[config.mk]
export PLATFORM = sky130hd
export DESIGN_NAME = buddy_block_allocator_unit
export DESIGN_NICKNAME = d
export VERILOG_FILES = /design/src/hdl/bba_pkg.sv /design/src/hdl/bba_ctrl.sv /design/src/hdl/bba_dp.sv /design/src/hdl/buddy_block_allocator_unit.sv
export SDC_FILE = /design/constraint.sdc
export NUM_CORES = 1
export LEC_CHECK = 0
export BUFFER_PORTS_ARGS = -buffer_cell sky130_fd_sc_hd__buf_2
export CORE_MARGIN = 2
export CORE_UTILIZATION = 48
export DETAILED_ROUTE_END_ITERATION = 16
export PLACE_DENSITY = 0.65
export RECOVER_POWER = 100
export SYNTH_ARGS = -nofsm -noshare
export SYNTH_HDL_FRONTEND = slang
export SYNTH_HIERARCHICAL = 1
export SYNTH_SLANG_ARGS = --single-unit
[constraint.sdc]
create_clock -name clk -period 12.2 [get_ports clk]
set_input_delay 0.61 -clock clk [delete_from_list [all_inputs] [get_ports clk]]
set_output_delay 0.61 -clock clk [all_outputs]
set_load 0.05 [all_outputs]
[src/hdl/bba_pkg.sv]
// ----------------------------------------------------------------------------
// bba_pkg
// Shared widths, defaults and controller/datapath handshake types for the
// buddy block allocator.
// ----------------------------------------------------------------------------
package bba_pkg;

	localparam int ADDR_W = 22;             // byte address and request width
	localparam int HDR_W  = 7;              // header size register width
	localparam int TOT_W  = ADDR_W + 1;     // request plus header
	localparam int TDATA_W = 24;            // address padded to whole bytes

	localparam int                BBA_PAGE_ORDER = 12;
	localparam int                BBA_NUM_PAGES  = 1024;
	localparam logic [HDR_W-1:0]  HDR_RESET      = HDR_W'(32);

	// commands from controller to datapath
	typedef struct packed {
		logic load;     // capture request, form total
		logic eval;     // classify, search free orders, claim block or pages
		logic split;    // peel one lower half off onto its order list
		logic emit;     // move result into the output register
	} bba_cmd_t;

	// status from datapath to controller
	typedef struct packed {
		logic split_go;     // eval leaves halves to split
		logic split_last;   // current split step is the final one
		logic out_free;     // output register can take a result this cycle
	} bba_sts_t;

endpackage

[src/hdl/bba_ctrl.sv]
// ----------------------------------------------------------------------------
// bba_ctrl
// Sequencer for the allocator: load, evaluate, split down one order per
// cycle, then hand the result to the output register.
// ----------------------------------------------------------------------------
module bba_ctrl
	import bba_pkg::*;
(
	input  logic     clk,
	input  logic     arst_n,
	input  logic     s_axis_tvalid,
	output logic     s_axis_tready,
	input  bba_sts_t sts,
	output bba_cmd_t cmd
);

	localparam logic [1:0] ST_IDLE  = 2'd0;
	localparam logic [1:0] ST_EVAL  = 2'd1;
	localparam logic [1:0] ST_SPLIT = 2'd2;
	localparam logic [1:0] ST_DONE  = 2'd3;

	logic [1:0] state_q;
	logic [1:0] state_d;

	always_comb begin
		state_d       = state_q;
		cmd           = '0;
		s_axis_tready = 1'b0;
		unique case (state_q)
			ST_IDLE: begin
				s_axis_tready = 1'b1;
				if (s_axis_tvalid) begin
					cmd.load = 1'b1;
					state_d  = ST_EVAL;
				end
			end
			ST_EVAL: begin
				cmd.eval = 1'b1;
				state_d  = sts.split_go ? ST_SPLIT : ST_DONE;
			end
			ST_SPLIT: begin
				cmd.split = 1'b1;
				if (sts.split_last)
					state_d = ST_DONE;
			end
			ST_DONE: begin
				if (sts.out_free) begin
					cmd.emit = 1'b1;
					state_d  = ST_IDLE;
				end
			end
			default: state_d = ST_IDLE;
		endcase
	end

	always_ff @(posedge clk or negedge arst_n) begin
		if (!arst_n) begin
			state_q <= ST_IDLE;
		end else begin
			state_q <= state_d;
		end
	end

endmodule

[src/hdl/bba_dp.sv]
// ----------------------------------------------------------------------------
// bba_dp
// Allocator datapath: header register, page counter, per-order free list,
// split walker and the output register.
// ----------------------------------------------------------------------------
module bba_dp
	import bba_pkg::*;
#(
	parameter int PAGE_ORDER = BBA_PAGE_ORDER,
	parameter int NUM_PAGES  = BBA_NUM_PAGES
) (
	input  logic               clk,
	input  logic               arst_n,
	input  logic               cfg_valid,
	input  logic [HDR_W-1:0]   cfg_data,
	input  logic [TDATA_W-1:0] s_axis_tdata,
	output logic               m_axis_tvalid,
	input  logic               m_axis_tready,
	output logic [TDATA_W-1:0] m_axis_tdata,
	output logic               m_axis_tuser,
	input  bba_cmd_t           cmd,
	output bba_sts_t           sts
);

	localparam int ORD_W = $clog2(PAGE_ORDER + 1);
	localparam int PG_W  = $clog2(NUM_PAGES + 1);
	localparam int CNT_W = TOT_W + 1 - PAGE_ORDER;
	localparam int CMP_W = ((CNT_W > PG_W) ? CNT_W : PG_W) + 1;
	localparam logic [TOT_W-1:0] PAGE_BYTES = TOT_W'(1) << PAGE_ORDER;
	localparam logic [TOT_W:0]   PAGE_MASK  = (TOT_W + 1)'(PAGE_BYTES) - 1'b1;
	localparam logic [PG_W-1:0]  PAGES_ALL  = PG_W'(NUM_PAGES);
	localparam logic [ORD_W-1:0] ORD_TOP    = ORD_W'(PAGE_ORDER);

	logic [HDR_W-1:0]  hdr_q;
	logic [TOT_W-1:0]  total_q;
	logic [PG_W-1:0]   npi_q;
	logic [PAGE_ORDER:0] valid_q;
	logic [ADDR_W-1:0] fadr_q [PAGE_ORDER+1];
	logic [ORD_W-1:0]  k_q;
	logic [ORD_W-1:0]  i_q;
	logic [ADDR_W-1:0] blk_q;
	logic              err_q;
	logic              out_valid_q;
	logic [ADDR_W-1:0] out_addr_q;
	logic              out_err_q;

	logic                      big;
	logic [TOT_W:0]            tot_up;
	logic [CNT_W-1:0]          cnt;
	logic [CMP_W-1:0]          left;
	logic                      big_err;
	logic                      small_err;
	logic                      err;
	logic [TOT_W-1:0]          tot_m1;
	logic [ORD_W-1:0]          k_c;
	logic                      found;
	logic [ORD_W-1:0]          j_c;
	logic [ORD_W-1:0]          j_eff;
	logic [PG_W+PAGE_ORDER-1:0] pg_full;
	logic [ADDR_W-1:0]         pg_base;
	logic [ORD_W-1:0]          i_n;

	// multi-page requests: ceiling page count against what the pool has left
	assign big     = total_q > PAGE_BYTES;
	assign tot_up  = {1'b0, total_q} + PAGE_MASK;
	assign cnt     = tot_up[TOT_W:PAGE_ORDER];
	assign left    = CMP_W'(PAGES_ALL) - CMP_W'(npi_q);
	assign big_err = CMP_W'(cnt) > left;
	assign pg_full = {npi_q, {PAGE_ORDER{1'b0}}};
	assign pg_base = ADDR_W'(pg_full);

	// order = ceil(log2 total); totals of 0 or 1 give order 0
	assign tot_m1 = total_q - 1'b1;
	always_comb begin
		k_c = '0;
		if (total_q > TOT_W'(1)) begin
			for (int b = 0; b < PAGE_ORDER; b++) begin
				if (tot_m1[b])
					k_c = ORD_W'(b + 1);
			end
		end
	end

	// lowest free order at or above k
	always_comb begin
		found = 1'b0;
		j_c   = '0;
		for (int b = PAGE_ORDER; b >= 0; b--) begin
			if (valid_q[b] && ORD_W'(b) >= k_c) begin
				found = 1'b1;
				j_c   = ORD_W'(b);
			end
		end
	end

	assign j_eff     = found ? j_c : ORD_TOP;
	assign small_err = !found && (npi_q == PAGES_ALL);
	assign err       = big ? big_err : small_err;
	assign i_n       = i_q - 1'b1;

	assign sts.split_go   = !err && !big && (j_eff > k_c);
	assign sts.split_last = (i_q == k_q + 1'b1);
	assign sts.out_free   = !out_valid_q || m_axis_tready;

	always_ff @(posedge clk or negedge arst_n) begin
		if (!arst_n) begin
			hdr_q       <= HDR_RESET;
			npi_q       <= '0;
			valid_q     <= '0;
			out_valid_q <= 1'b0;
		end else begin
			if (cfg_valid)
				hdr_q <= cfg_data;
			if (cmd.eval && !err) begin
				if (big) begin
					npi_q <= npi_q + PG_W'(cnt);
				end else if (found) begin
					valid_q[j_c] <= 1'b0;
				end else begin
					npi_q <= npi_q + 1'b1;
				end
			end
			if (cmd.split)
				valid_q[i_n] <= 1'b1;
			if (cmd.emit)
				out_valid_q <= 1'b1;
			else if (m_axis_tready)
				out_valid_q <= 1'b0;
		end
	end

	always_ff @(posedge clk) begin
		if (cmd.load)
			total_q <= TOT_W'(s_axis_tdata[ADDR_W-1:0]) + TOT_W'(hdr_q);
		if (cmd.eval) begin
			err_q <= err;
			k_q   <= k_c;
			i_q   <= j_eff;
			if (big || !found)
				blk_q <= pg_base;
			else
				blk_q <= fadr_q[j_c];
		end
		// walk down from the top: each lower half sits right after the last
		if (cmd.split) begin
			fadr_q[i_n] <= blk_q;
			blk_q       <= blk_q + (ADDR_W'(1) << i_n);
			i_q         <= i_n;
		end
		if (cmd.emit) begin
			out_err_q  <= err_q;
			out_addr_q <= err_q ? '0 : blk_q + ADDR_W'(hdr_q);
		end
	end

	assign m_axis_tvalid = out_valid_q;
	assign m_axis_tdata  = TDATA_W'(out_addr_q);
	assign m_axis_tuser  = out_err_q;

endmodule

[src/hdl/buddy_block_allocator_unit.sv]
// ----------------------------------------------------------------------------
// buddy_block_allocator_unit
// Allocation-only binary buddy allocator over a pool of fresh pages.
//
// s_axis carries one request per beat (tdata[21:0] = request_bytes). m_axis
// returns one result beat per request: tdata[21:0] = address (block start
// plus header), tuser = status (1 when the page pool is exhausted, address
// then reads 0). cfg writes the header size; cfg_ready is always high and a
// write is meant only while no request is in flight.
//
// A request is loaded on acceptance, evaluated, then split down from order j
// (the order split from) to order k (the order requested) before it reaches
// the result register; multi-page requests and exact order hits need no split.
// The split walker peels one order per cycle. The next request is accepted
// the cycle after the current one has been placed in the output register, so
// a new request is not taken while one is in flight; one result may wait
// while the next is worked on, and a stalled receiver keeps the second
// finished result waiting with the sequencer held in its done state.
// Reset empties every order list, rewinds the page counter to zero and sets
// the header size to 32 bytes.
// ----------------------------------------------------------------------------
module buddy_block_allocator_unit
	import bba_pkg::*;
#(
	parameter int PAGE_ORDER = BBA_PAGE_ORDER,
	parameter int NUM_PAGES  = BBA_NUM_PAGES
) (
	input  logic               clk,
	input  logic               arst_n,
	input  logic               cfg_valid,
	output logic               cfg_ready,
	input  logic [HDR_W-1:0]   cfg_data,       // header_bytes
	input  logic               s_axis_tvalid,
	output logic               s_axis_tready,
	input  logic [TDATA_W-1:0] s_axis_tdata,   // [21:0] request_bytes, [23:22] zero
	output logic               m_axis_tvalid,
	input  logic               m_axis_tready,
	output logic [TDATA_W-1:0] m_axis_tdata,   // [21:0] address, [23:22] zero
	output logic               m_axis_tuser    // [0] status
);

	bba_cmd_t cmd;
	bba_sts_t sts;

	assign cfg_ready = 1'b1;

	bba_ctrl u_ctrl (
		.clk           (clk),
		.arst_n        (arst_n),
		.s_axis_tvalid (s_axis_tvalid),
		.s_axis_tready (s_axis_tready),
		.sts           (sts),
		.cmd           (cmd)
	);

	bba_dp #(
		.PAGE_ORDER (PAGE_ORDER),
		.NUM_PAGES  (NUM_PAGES)
	) u_dp (
		.clk           (clk),
		.arst_n        (arst_n),
		.cfg_valid     (cfg_valid),
		.cfg_data      (cfg_data),
		.s_axis_tdata  (s_axis_tdata),
		.m_axis_tvalid (m_axis_tvalid),
		.m_axis_tready (m_axis_tready),
		.m_axis_tdata  (m_axis_tdata),
		.m_axis_tuser  (m_axis_tuser),
		.cmd           (cmd),
		.sts           (sts)
	);

	// a result never lands on one the receiver has not taken
	a_emit_free: assert property (@(posedge clk) disable iff (!arst_n)
		cmd.emit |-> (!m_axis_tvalid || m_axis_tready))
		else $error("result register overwritten");

	// an accepted beat is evaluated in the very next cycle
	a_accept_eval: assert property (@(posedge clk) disable iff (!arst_n)
		(s_axis_tvalid && s_axis_tready) |=> (cmd.eval && !s_axis_tready))
		else $error("accepted beat not evaluated");

	// one command at a time
	a_cmd_single: assert property (@(posedge clk) disable iff (!arst_n)
		$onehot0({cmd.load, cmd.eval, cmd.split, cmd.emit}))
		else $error("overlapping commands");

	// the split walker stops after its last step
	a_split_stop: assert property (@(posedge clk) disable iff (!arst_n)
		(cmd.split && sts.split_last) |=> !cmd.split)
		else $error("split ran past requested order");

endmodule

==> results.md, run 1 <==
* Cell count after placement at 2125
* Nets@finish at 1756
* GRT Overall Usage at 0.2422
* PostCTS Resize Cnt at 0
* Die area at 42420 µm²
* Seq/Total Area, Yosys at 0.6003
* Final min period at 8.809 ns
* I/O pin count at 64
* Number of buffers inserted by hold repair at cts at 0
* Switching share of total power at 0.3966
* CTS buffer count at 43
* Quantity of I/O buffers inserted on ports at 58
* Pin slew with the least headroom to its limit at 3.008 ns
* Synth warn at 6
* Failing checks: max-capacitance violations, max-slew violations
* Initial antenna violation count at 0
* Routability congestion estimate at 0.8698
* Average cell area after synthesis at 12.41 µm²
* Post-synth EDFFs at 363
* PD cells at 255.3 nW/µm²
* Register bit count reported by yosys at 397
* Area of all placed cells without fillers at 21600 µm²
* Proportion of power drawn by combinational gates at 0.369
* Via count of the first global-routing pass at 12940
* CTS tree: built
* Share of total power in sequential cells at 0.408
* Critical path peak fanout at 59
* Worst slack on hold paths at 0.2979 ns
* CTS clock-pin slew for the worst setup and hold paths at 0.06 ns
* Period utilization at 0.7221
* RSZ-0062 raised after global routing: no
* HPWL Detailed at 32390 µm
* Vias after detailed routing at 13240
* Post-Route Skew at 0.01788 ns
* Clock latency on the worst-skew pair at 0.56 ns
* Hold/Removal Path Class: input port to flip-flop
* Ys flop type: sky130_fd_sc_hd__edfxtp_1
* Height of the chip at 206.0 µm
* Relative max-transition margin at -1.005
* Inserted Diodes at 0
* Final Hold Viols at 0
* Count of H-tree levels built during CTS at 2
* Critical Path End Type: flip-flop
* Result of the run: finished with violations
* Count of distinct cell types in the synthesized netlist at 93
* Internal power at 3.328 mW
* Average wire length per cell after detail routing at 23.09 µm
* Final Util at 0.5399
* Peak Freq at 0.1135 GHz
* Post-Layout Cell Count at 2201
* Net switching component of the power at 2.187 mW
* Post-DP Area at 20460 µm²
* Final wirelength at 50830 µm
* Gr ovfl total at 0
* Fraction of synthesis flops using an asynchronous set or reset pin at 0.08564
* Count of mapped cells out of synthesis at 1577
* Horizontal die dimension at 206.0 µm
* Number of pins exceeding their max-slew limit in the final report at 419
* Number of detailed-route iterations in the first pass at 5
* DRT antenna net count at 0
* LEAKAGE at 7.575 nW
* Filler Cells Inserted at 3451
* Total negative setup slack at 0 ns
* MaxCap Viol Count at 17
* Crit path required time at 12.50 ns
* Share of power burned in the clock network at 0.223
* Maximum buffer depth of the clock tree at 3
* Final routed DRC violation total at 0
* Setup Fix Bufs, Post-CTS at 0
* Maximum number of pins on one net before global-route repair at 60
* Setup violations, final at 0
* IR drop worst, VDD at 155.5 µV
* Starting DRC count in detailed routing at 1266
* Global-route wire length before repair at 76910 µm
* Row cnt at 73
* Ratio of cells with drive above 1 in the final layout at 0.09069
* Critical Path Source Type: flip-flop
* Initial standard-cell utilization of the core at 0.4894
* Setup CP Type: flip-flop to flip-flop
* Post-detailed-route via-to-cell ratio at 6.017
* Synthesized area at 19580 µm²
* Number of sinks driven by the clock tree at 397
* Placeable core area at 40010 µm²
* WP data arrival at 9.11 ns
* Synthesis-to-layout area growth at 10.33%
* Clk root buf: sky130_fd_sc_hd__clkbuf_16
critical path: stages, from the launching register on:
cell and delay, ns:
sky130_fd_sc_hd__edfxtp_1 0.51, sky130_fd_sc_hd__inv_1 0.13, sky130_fd_sc_hd__ha_1 0.34, sky130_fd_sc_hd__or3b_2 0.55
sky130_fd_sc_hd__or4_1 0.49, sky130_fd_sc_hd__nand3_1 0.12, sky130_fd_sc_hd__a22o_2 0.19, sky130_fd_sc_hd__o211ai_1 0.24
sky130_fd_sc_hd__a211oi_1 0.28, sky130_fd_sc_hd__o21ai_0 0.15, sky130_fd_sc_hd__o21ai_0 1.42, sky130_fd_sc_hd__clkbuf_1 2.19
sky130_fd_sc_hd__nor2_1 0.97, sky130_fd_sc_hd__a222oi_1 0.59, sky130_fd_sc_hd__nor2_1 0.08, sky130_fd_sc_hd__o31a_1 0.28
cells in the final DEF, fill, tap and decap left out, drive strengths merged, types with 40 or more instances in the layout:
cell,synthesis,layout
edfxtp,363,363
nor2,122,122
inv,58,59
ha,71,71
buf,31,40
a21oi,73,73
xnor2,59,59
xor2,41,41
clkbuf,32,101
o21ai,57,57
nand3,62,62
nand2,129,129
logic make-up after synthesis:
logic type,synth area share
xor+xnor,0.04474
flops,0.6003
other cells,0.0003836
mux,0.02997
compound gates,0.1314
buf+inv,0.02748
fa+ha+maj,0.04947
simple gates,0.1163
layer usage:
metal,vias up,global-route usage,routed length [µm]
met3,74,0.03469,3594
met2,468,0.3873,23510
met5,-,0,0
met1,6597,0.3442,22520
met4,0,0.07296,1204
li1,6104,-,-
cells in the mapped netlist (8+ instances only):
cell | n | area share
sky130_fd_sc_hd__nor3_1 | 23 | 0.0059
sky130_fd_sc_hd__and3_1 | 14 | 0.0045
sky130_fd_sc_hd__a21o_1 | 29 | 0.011
sky130_fd_sc_hd__a222oi_1 | 8 | 0.0041
sky130_fd_sc_hd__mux2i_1 | 20 | 0.010
sky130_fd_sc_hd__or3_1 | 22 | 0.0070
sky130_fd_sc_hd__and2_1 | 8 | 0.0026
sky130_fd_sc_hd__o32a_1 | 24 | 0.012
sky130_fd_sc_hd__edfxtp_1 | 363 | 0.56
sky130_fd_sc_hd__nor4_1 | 12 | 0.0038
sky130_fd_sc_hd__nor2_1 | 121 | 0.023
sky130_fd_sc_hd__a2111oi_0 | 8 | 0.0036
sky130_fd_sc_hd__o31ai_1 | 21 | 0.0081
sky130_fd_sc_hd__mux2_1 | 10 | 0.0058
sky130_fd_sc_hd__o211ai_1 | 18 | 0.0069
sky130_fd_sc_hd__clkbuf_1 | 32 | 0.0061
sky130_fd_sc_hd__nand4_1 | 12 | 0.0038
sky130_fd_sc_hd__o22ai_1 | 17 | 0.0054
sky130_fd_sc_hd__nor2b_1 | 25 | 0.0080
sky130_fd_sc_hd__o21bai_1 | 9 | 0.0035
sky130_fd_sc_hd__o21ai_0 | 56 | 0.014
sky130_fd_sc_hd__nand2b_1 | 17 | 0.0054
sky130_fd_sc_hd__buf_2 | 17 | 0.0043
sky130_fd_sc_hd__mux2_2 | 23 | 0.013
sky130_fd_sc_hd__nand2_1 | 127 | 0.024
sky130_fd_sc_hd__buf_4 | 9 | 0.0035
sky130_fd_sc_hd__ha_1 | 71 | 0.045
sky130_fd_sc_hd__xnor2_1 | 59 | 0.026
sky130_fd_sc_hd__o21a_1 | 11 | 0.0042
sky130_fd_sc_hd__xor2_1 | 41 | 0.018
sky130_fd_sc_hd__nand3_1 | 59 | 0.015
sky130_fd_sc_hd__a211oi_1 | 9 | 0.0035
sky130_fd_sc_hd__a21oi_1 | 73 | 0.019
sky130_fd_sc_hd__dfrtp_1 | 33 | 0.042
sky130_fd_sc_hd__inv_1 | 55 | 0.011
registers in the layout, summed over array words and instances, names as in the netlist:
register	cells
u_ctrl/state_q	2
u_dp/blk_q	22
u_dp/err_q	1
u_dp/fadr_q	286
u_dp/hdr_q	7
u_dp/i_q	4
u_dp/k_q	4
u_dp/m_axis_tuser	1
u_dp/m_axis_tvalid	1
u_dp/npi_q	11
u_dp/out_addr_q	22
u_dp/total_q	23
u_dp/valid_q	13
path summary, 6_finish.rpt:
| kind | start | cells past startpoint | slack, ns | end |
|---|---|---|---|---|
| min in group asynchronous | arst_n | 1 | 0.77 | u_dp/npi_q[7]$_DFFE_PN0P_ |
| setup reg to reg | u_dp/total_q[1]$_DFFE_PP_ | 15 | 3.39 | u_dp/blk_q[17]$_DFFE_PP_ |
| setup / recovery | u_dp/total_q[1]$_DFFE_PP_ | 15 | 3.39 | u_dp/blk_q[17]$_DFFE_PP_ |
| max in group asynchronous | arst_n | 1 | 10.09 | u_dp/valid_q[4]$_DFF_PN0_ |
| hold reg to reg | u_dp/valid_q[11]$_DFF_PN0_ | 2 | 0.54 | u_dp/valid_q[11]$_DFF_PN0_ |
| hold / removal | cfg_data[3] | 2 | 0.30 | u_dp/hdr_q[3]$_DFFE_PN0P_ |
area by class of cell:
cell class,count,area [µm²],share of cell area
Inverter,59,224.0,0.01037
Sequential cell,397,11750,0.5441
Clock inverter,20,166.4,0.007704
Tap cell,525,656.9,0.03041
Clock buffer,56,1146,0.05306
Multi-Input combinational cell,1059,7266,0.3364
Timing Repair Buffer,85,389.1,0.01801
power by group through the flow:
stage	combinational, mW	sequential [mW]	clock (mW)
2_1_floorplan	1.36	2.26	0
3_3_place_gp	2.01	2.25	0
3_5_place_dp	2.05	2.27	0
4_1_cts	2.06	2.24	1.25
5_1_grt	2.22	2.29	1.30
6_report	2.03	2.25	1.23
through the flow:
step,total power [mW],setup WS [ns]
finish,5.515,3.391
global route,5.817,2.754
CTS,5.556,5.876
detailed placement,4.314,5.915
global placement,4.260,5.991
floorplan,3.623,7.433
(Power assumes the default switching activity.)
==> run 2: changes to the inputs <==
==> constraint.sdc (replaced) <==
create_clock -name clk -period 9.25 [get_ports clk]
set_input_delay 0.4625 -clock clk [delete_from_list [all_inputs] [get_ports clk]]
set_output_delay 0.4625 -clock clk [all_outputs]
set_load 0.05 [all_outputs]
==> results.md, run 2 (same netlist as run 1, synthesis figures left out) <==
* Final routed DRC violation total at 0
* Ratio of cells with drive above 1 in the final layout at 0.08945
* I/O pin count at 64
* Number of detailed-route iterations in the first pass at 5
* Maximum buffer depth of the clock tree at 3
* Initial standard-cell utilization of the core at 0.4894
* Post-detailed-route via-to-cell ratio at 6.050
* Post-Route Skew at 0.01290 ns
* IR drop worst, VDD at 195.5 µV
* HPWL Detailed at 32600 µm
* GRT Overall Usage at 0.2472
* Worst-case setup slack after placement at 3.611 ns
* Peak Freq at 0.1435 GHz
* Critical Path Source Type: flip-flop
* Hold/Removal Path Class: input port to flip-flop
* LEAKAGE at 7.593 nW
* Top register by number of flip-flops: u_dp/fadr_q
* Horizontal die dimension at 206.0 µm
* CTS clock-pin slew for the worst setup and hold paths at 0.06 ns
* Routability congestion estimate at 0.8838
* MaxCap Viol Count at 12
* Die area at 42420 µm²
* Number of pins exceeding their max-slew limit in the final report at 333
* Height of the chip at 206.0 µm
* Row cnt at 73
* Most frequent standard cell in the layout excluding fill and tap cells: sky130_fd_sc_hd__edfxtp_1
* R2R depth at 14
* Final Hold Viols at 0
* Final wirelength at 51580 µm
* Share of total power in sequential cells at 0.408
* Total design power at 7.340 mW
* Clk root buf: sky130_fd_sc_hd__clkbuf_16
* Total negative setup slack at 0 ns
* Critical Path End Type: flip-flop
* Result of the run: finished with violations
* Relative max-transition margin at -0.9627
* Global-route wire length before repair at 78160 µm
* Failing checks: max-capacitance violations, max-slew violations
* Instance count along the most critical hold path at 2
* WP data arrival at 7.34 ns
* Clock latency on the worst-skew pair at 0.58 ns
* Switching share of total power at 0.3987
* Inserted Diodes at 0
* Largest register FFs at 286
* Average wire length per cell after detail routing at 23.42 µm
* Met1 global-route usage at 0.3564
* Share of power burned in the clock network at 0.227
* Period utilization at 0.7536
* Number of buffers inserted by hold repair at cts at 0
* Setup CP Type: flip-flop to flip-flop
* Final min period at 6.970 ns
* Highest-count cells in the layout ignoring fill and taps: sky130_fd_sc_hd__edfxtp_1, sky130_fd_sc_hd__nand2_1, sky130_fd_sc_hd__nor2_1
* CTS tree: built
* Critical path peak fanout at 54
* Global route hottest layer: met2
* Placeable core area at 40010 µm²
* Setup violations, final at 0
* Crit path required time at 9.61 ns
* Global-route met2 utilization at 0.3893
* Internal power at 4.413 mW
* RSZ-0062 raised after global routing: no
* Quantity of I/O buffers inserted on ports at 58
* Maximum number of pins on one net before global-route repair at 55
* Largest registers ranked by flip-flop count: u_dp/fadr_q (286), u_dp/total_q (23)
* Starting DRC count in detailed routing at 1155
* Synthesis-to-layout area growth at 10.55%
* Pin slew with the least headroom to its limit at 2.944 ns
* M3 GR Usage at 0.03280
* Via count of the first global-routing pass at 12830
* Vias after detailed routing at 13320
* Count of H-tree levels built during CTS at 2
* Net switching component of the power at 2.926 mW
* Number of sinks driven by the clock tree at 397
* Nets@finish at 1754
* PD cells at 339.1 nW/µm²
* PostCTS Resize Cnt at 0
* Initial antenna violation count at 0
* Setup ws final at 2.280 ns
* CTS buffer count at 43
* Gr ovfl total at 0
* Setup Fix Bufs, Post-CTS at 0
* Proportion of power drawn by combinational gates at 0.365
* DRT antenna net count at 0
[run 2: power groups by stage]
stage | sequential, mW | clock [mW] | combinational [mW]
6_report | 3.00 | 1.67 | 2.68
5_1_grt | 3.05 | 1.76 | 2.91
4_1_cts | 2.99 | 1.70 | 2.70
3_5_place_dp | 3.02 | 0 | 2.68
3_3_place_gp | 3.00 | 0 | 2.63
2_1_floorplan | 2.98 | 0 | 1.80
[run 2: layout make-up]
class	instances	area [µm²]
inverters	59	224.0
well taps	525	656.9
clock buffers	57	1129
multi-input cells	1059	7267
flip-flops and latches	397	11750
clock inverters	22	220.2
repair buffers	83	394.1
fillers	3441	18360
[run 2: through the flow]
stage	hold slack [ns]	area (µm²)	utilization	cells
after detailed placement	0.5365	20460	0.5115	2123
after floorplan	0.1669	19580	-	1578
after global placement	0.5110	20460	0.5115	2123
after global routing	0.1075	21640	0.5410	2202
after CTS	0.04342	21810	0.5452	2202
final	0.1126	21640	0.5410	2202
[run 2: worst paths after layout]
kind | startpoint | to | slack [ns]
max | u_dp/total_q[0]$_DFFE_PP_ | u_dp/blk_q[5]$_DFFE_PP_ | 2.28
min | cfg_data[3] | u_dp/hdr_q[3]$_DFFE_PN0P_ | 0.11
max reg2reg | u_dp/total_q[0]$_DFFE_PP_ | u_dp/blk_q[5]$_DFFE_PP_ | 2.28
min reg2reg | u_dp/valid_q[11]$_DFF_PN0_ | u_dp/valid_q[11]$_DFF_PN0_ | 0.55
max in group asynchronous | arst_n | u_dp/valid_q[7]$_DFF_PN0_ | 7.38
min in group asynchronous | arst_n | u_dp/npi_q[5]$_DFFE_PN0P_ | 0.57
[run 2: per-layer routing]
metal  vias to the layer above  wire length [µm]
met2                       450             23860
met4                         0              1238
met5                         -                 0
li1                       6118                 -
met3                        82              2826
met1                      6671             23660
[run 2: worst max-delay path: stages, from the launching register on]
cell	delay [ns]
sky130_fd_sc_hd__edfxtp_1	0.51
sky130_fd_sc_hd__inv_1	0.13
sky130_fd_sc_hd__ha_1	0.34
sky130_fd_sc_hd__or3b_2	0.54
sky130_fd_sc_hd__or4_1	0.49
sky130_fd_sc_hd__nand3_1	0.13
sky130_fd_sc_hd__a22o_1	0.24
sky130_fd_sc_hd__o211ai_1	0.29
sky130_fd_sc_hd__a211oi_1	0.28
sky130_fd_sc_hd__o21ai_0	0.24
sky130_fd_sc_hd__o21ai_4	0.62
sky130_fd_sc_hd__clkbuf_1	2.13
sky130_fd_sc_hd__o32a_1	0.37
sky130_fd_sc_hd__a21oi_1	0.09
sky130_fd_sc_hd__o32ai_1	0.31
==> run 3: changes to the inputs <==
==> constraint.sdc (replaced) <==
create_clock -name clk -period 6.85 [get_ports clk]
set_input_delay 0.3425 -clock clk [delete_from_list [all_inputs] [get_ports clk]]
set_output_delay 0.3425 -clock clk [all_outputs]
set_load 0.05 [all_outputs]
==> results.md, run 3 (same netlist as run 1, synthesis figures left out) <==
* Result of the run: finished with violations
* Failing checks: max-capacitance violations, max-slew violations
* I/O pin count at 64
* CTS buffer count at 43
* Period utilization at 0.8624
* Average wire length per cell after detail routing at 23.36 µm
* DRT antenna net count at 0
* Setup CP Type: flip-flop to flip-flop
* Relative max-transition margin at -1.024
* Gr ovfl total at 0
* Row cnt at 73
* Setup Fix Bufs, Post-CTS at 0
* Largest registers ranked by flip-flop count: u_dp/fadr_q (286), u_dp/total_q (23)
* Placeable core area at 40010 µm²
* Cell count after placement at 2127
* Hold/Removal Path Class: input port to flip-flop
* Via count of the first global-routing pass at 13000
* WP buf/inv at 2
* Total negative setup slack at 0 ns
* Cell at the slowest stage of the critical path: sky130_fd_sc_hd__clkbuf_2
* Global-route wire length before repair at 78290 µm
* Most frequent standard cell in the layout excluding fill and tap cells: sky130_fd_sc_hd__edfxtp_1
* Critical path's largest stage delay at 1.00 ns
* PostCTS Resize Cnt at 0
* Nets@finish at 1765
* Vias after detailed routing at 13300
* Final min period at 5.907 ns
* Crit path max-delay family: simple AND/OR/NAND/NOR gates
* Height of the chip at 206.0 µm
* Wl on met1 at 23010 µm
* Number of pins exceeding their max-slew limit in the final report at 261
* Setup violations, final at 0
* Final wirelength at 51720 µm
* Critical path peak fanout at 44
* Synthesis-to-layout area growth at 11.55%
* Die area at 42420 µm²
* Post-Layout Cell Count at 2214
* Cell chain of the critical path: inv_1 > ha_1 > or3b_2 > or4_1 > nand3_1 > a22o_2 > nor4_1 > a32oi_1 > nand4_1 > o21ai_0 > clkbuf_2 > nor2_2 > a222oi_1 > nor2_1 > o31a_1
* Critical Path End Type: flip-flop
* Maximum number of pins on one net before global-route repair at 74
* Number of buffers inserted by hold repair at cts at 7
* Area of all placed cells without fillers at 21840 µm²
* HPWL Detailed at 33050 µm
* Highest-count cells in the layout ignoring fill and taps: sky130_fd_sc_hd__edfxtp_1, sky130_fd_sc_hd__nand2_1, sky130_fd_sc_hd__nor2_1
* Initial antenna violation count at 1
* CTS tree: built
* Worst-case setup slack after placement at 1.465 ns
* Met3 Wirelength at 4157 µm
* Inserted Diodes at 0
* Count of H-tree levels built during CTS at 2
* Post-detailed-route via-to-cell ratio at 6.008
* Number of sinks driven by the clock tree at 397
* Total design power at 10.06 mW
* Critical Path Source Type: flip-flop
* Post-Route Skew at 0.01957 ns
* Final Hold Viols at 0
* Number of detailed-route iterations in the first pass at 6
* Clk root buf: sky130_fd_sc_hd__clkbuf_16
* LEAKAGE at 7.693 nW
* Quantity of I/O buffers inserted on ports at 58
* Routability congestion estimate at 0.8525
* Crit path required time at 7.17 ns
* Peak Freq at 0.1693 GHz
* Clock latency on the worst-skew pair at 0.58 ns
* Maximum buffer depth of the clock tree at 3
* MaxCap Viol Count at 11
* PD cells at 460.5 nW/µm²
* RSZ-0062 raised after global routing: no
* Top register by number of flip-flops: u_dp/fadr_q
* Starting DRC count in detailed routing at 1176
* Post-DP Area at 20490 µm²
* Top sig layer: met4
* Largest register FFs at 286
* CTS clock-pin slew for the worst setup and hold paths at 0.06 ns
* Ratio of cells with drive above 1 in the final layout at 0.09710
* Final routed DRC violation total at 0
* Horizontal die dimension at 206.0 µm
* IR drop worst, VDD at 294.5 µV
* Metal2 WL at 23060 µm
* Initial standard-cell utilization of the core at 0.4894
* GRT Overall Usage at 0.2477
* Pin slew with the least headroom to its limit at 3.037 ns
* WP data arrival at 6.23 ns
* Setup ws final at 0.9428 ns
-- run 3: cell count changes in the layout (fill, tap and decap cells not counted), moves of 3 or more --
cell / delta
sky130_fd_sc_hd__dlygate4sd3_1: +7
sky130_fd_sc_hd__clkbuf_1: -5
sky130_fd_sc_hd__clkbuf_8: +4
sky130_fd_sc_hd__bufinv_16: +3
-- run 3: path summary, 6_finish.rpt --
path	from	end	slack, ns	cells past startpoint
max in group asynchronous	arst_n	u_dp/valid_q[3]$_DFF_PN0_	4.48	2
worst max-delay path	u_dp/total_q[1]$_DFFE_PP_	u_dp/blk_q[17]$_DFFE_PP_	0.94	15
worst min-delay path	cfg_data[0]	u_dp/hdr_q[0]$_DFFE_PN0P_	0.03	2
worst max register to register	u_dp/total_q[1]$_DFFE_PP_	u_dp/blk_q[17]$_DFFE_PP_	0.94	15
min in group asynchronous	arst_n	u_dp/npi_q[10]$_DFFE_PN0P_	1.03	2
worst min register to register	u_dp/m_axis_tvalid$_DFFE_PN0P_	u_dp/m_axis_tvalid$_DFFE_PN0P_	0.56	2
-- run 3: power breakdown --
| part | total (mW) | switching (mW) | internal, mW |
|---|---|---|---|
| clock | 2.39 | 0.960 | 1.43 |
| combinational | 3.63 | 2.42 | 1.21 |
| sequential | 4.04 | 0.576 | 3.46 |
| total | 10.1 | 3.96 | 6.10 |
-- run 3: cell type report --
class / instances / area, µm²
Inverter: 59 / 224.0
Clock buffer: 55 / 1161
Clock inverter: 25 / 289.0
Sequential cell: 397 / 11750
Multi-Input combinational cell: 1059 / 7267
Tap cell: 525 / 656.9
Fill cell: 3403 / 18170
Timing Repair Buffer: 94 / 488.0
-- run 3: metrics by stage --
step | hold WS (ns) | util
after floorplan | 0.04691 | -
after global placement | 0.5239 | 0.5121
after detailed placement | 0.5386 | 0.5121
after CTS | 0.01253 | 0.5501
after global routing | 0.01864 | 0.5459
final | 0.03448 | 0.5459
-- run 3: routing by layer --
layer  up-vias  GRT usage
li1       6133          -
met1      6556     0.3505
met2       519     0.3821
met3        94    0.04857
met4         0    0.08699
met5         -          0
-- run 3: worst register-to-register path, stage by stage, from the launching register on --
cell	delay, ns
sky130_fd_sc_hd__edfxtp_1	0.50
sky130_fd_sc_hd__inv_1	0.14
sky130_fd_sc_hd__ha_1	0.37
sky130_fd_sc_hd__or3b_2	0.56
sky130_fd_sc_hd__or4_1	0.50
sky130_fd_sc_hd__nand3_1	0.12
sky130_fd_sc_hd__a22o_2	0.19
sky130_fd_sc_hd__nor4_1	0.07
sky130_fd_sc_hd__a32oi_1	0.39
sky130_fd_sc_hd__nand4_1	0.16
sky130_fd_sc_hd__o21ai_0	0.49
sky130_fd_sc_hd__clkbuf_2	1.00
sky130_fd_sc_hd__nor2_2	0.41
sky130_fd_sc_hd__a222oi_1	0.43
sky130_fd_sc_hd__nor2_1	0.07
sky130_fd_sc_hd__o31a_1	0.28
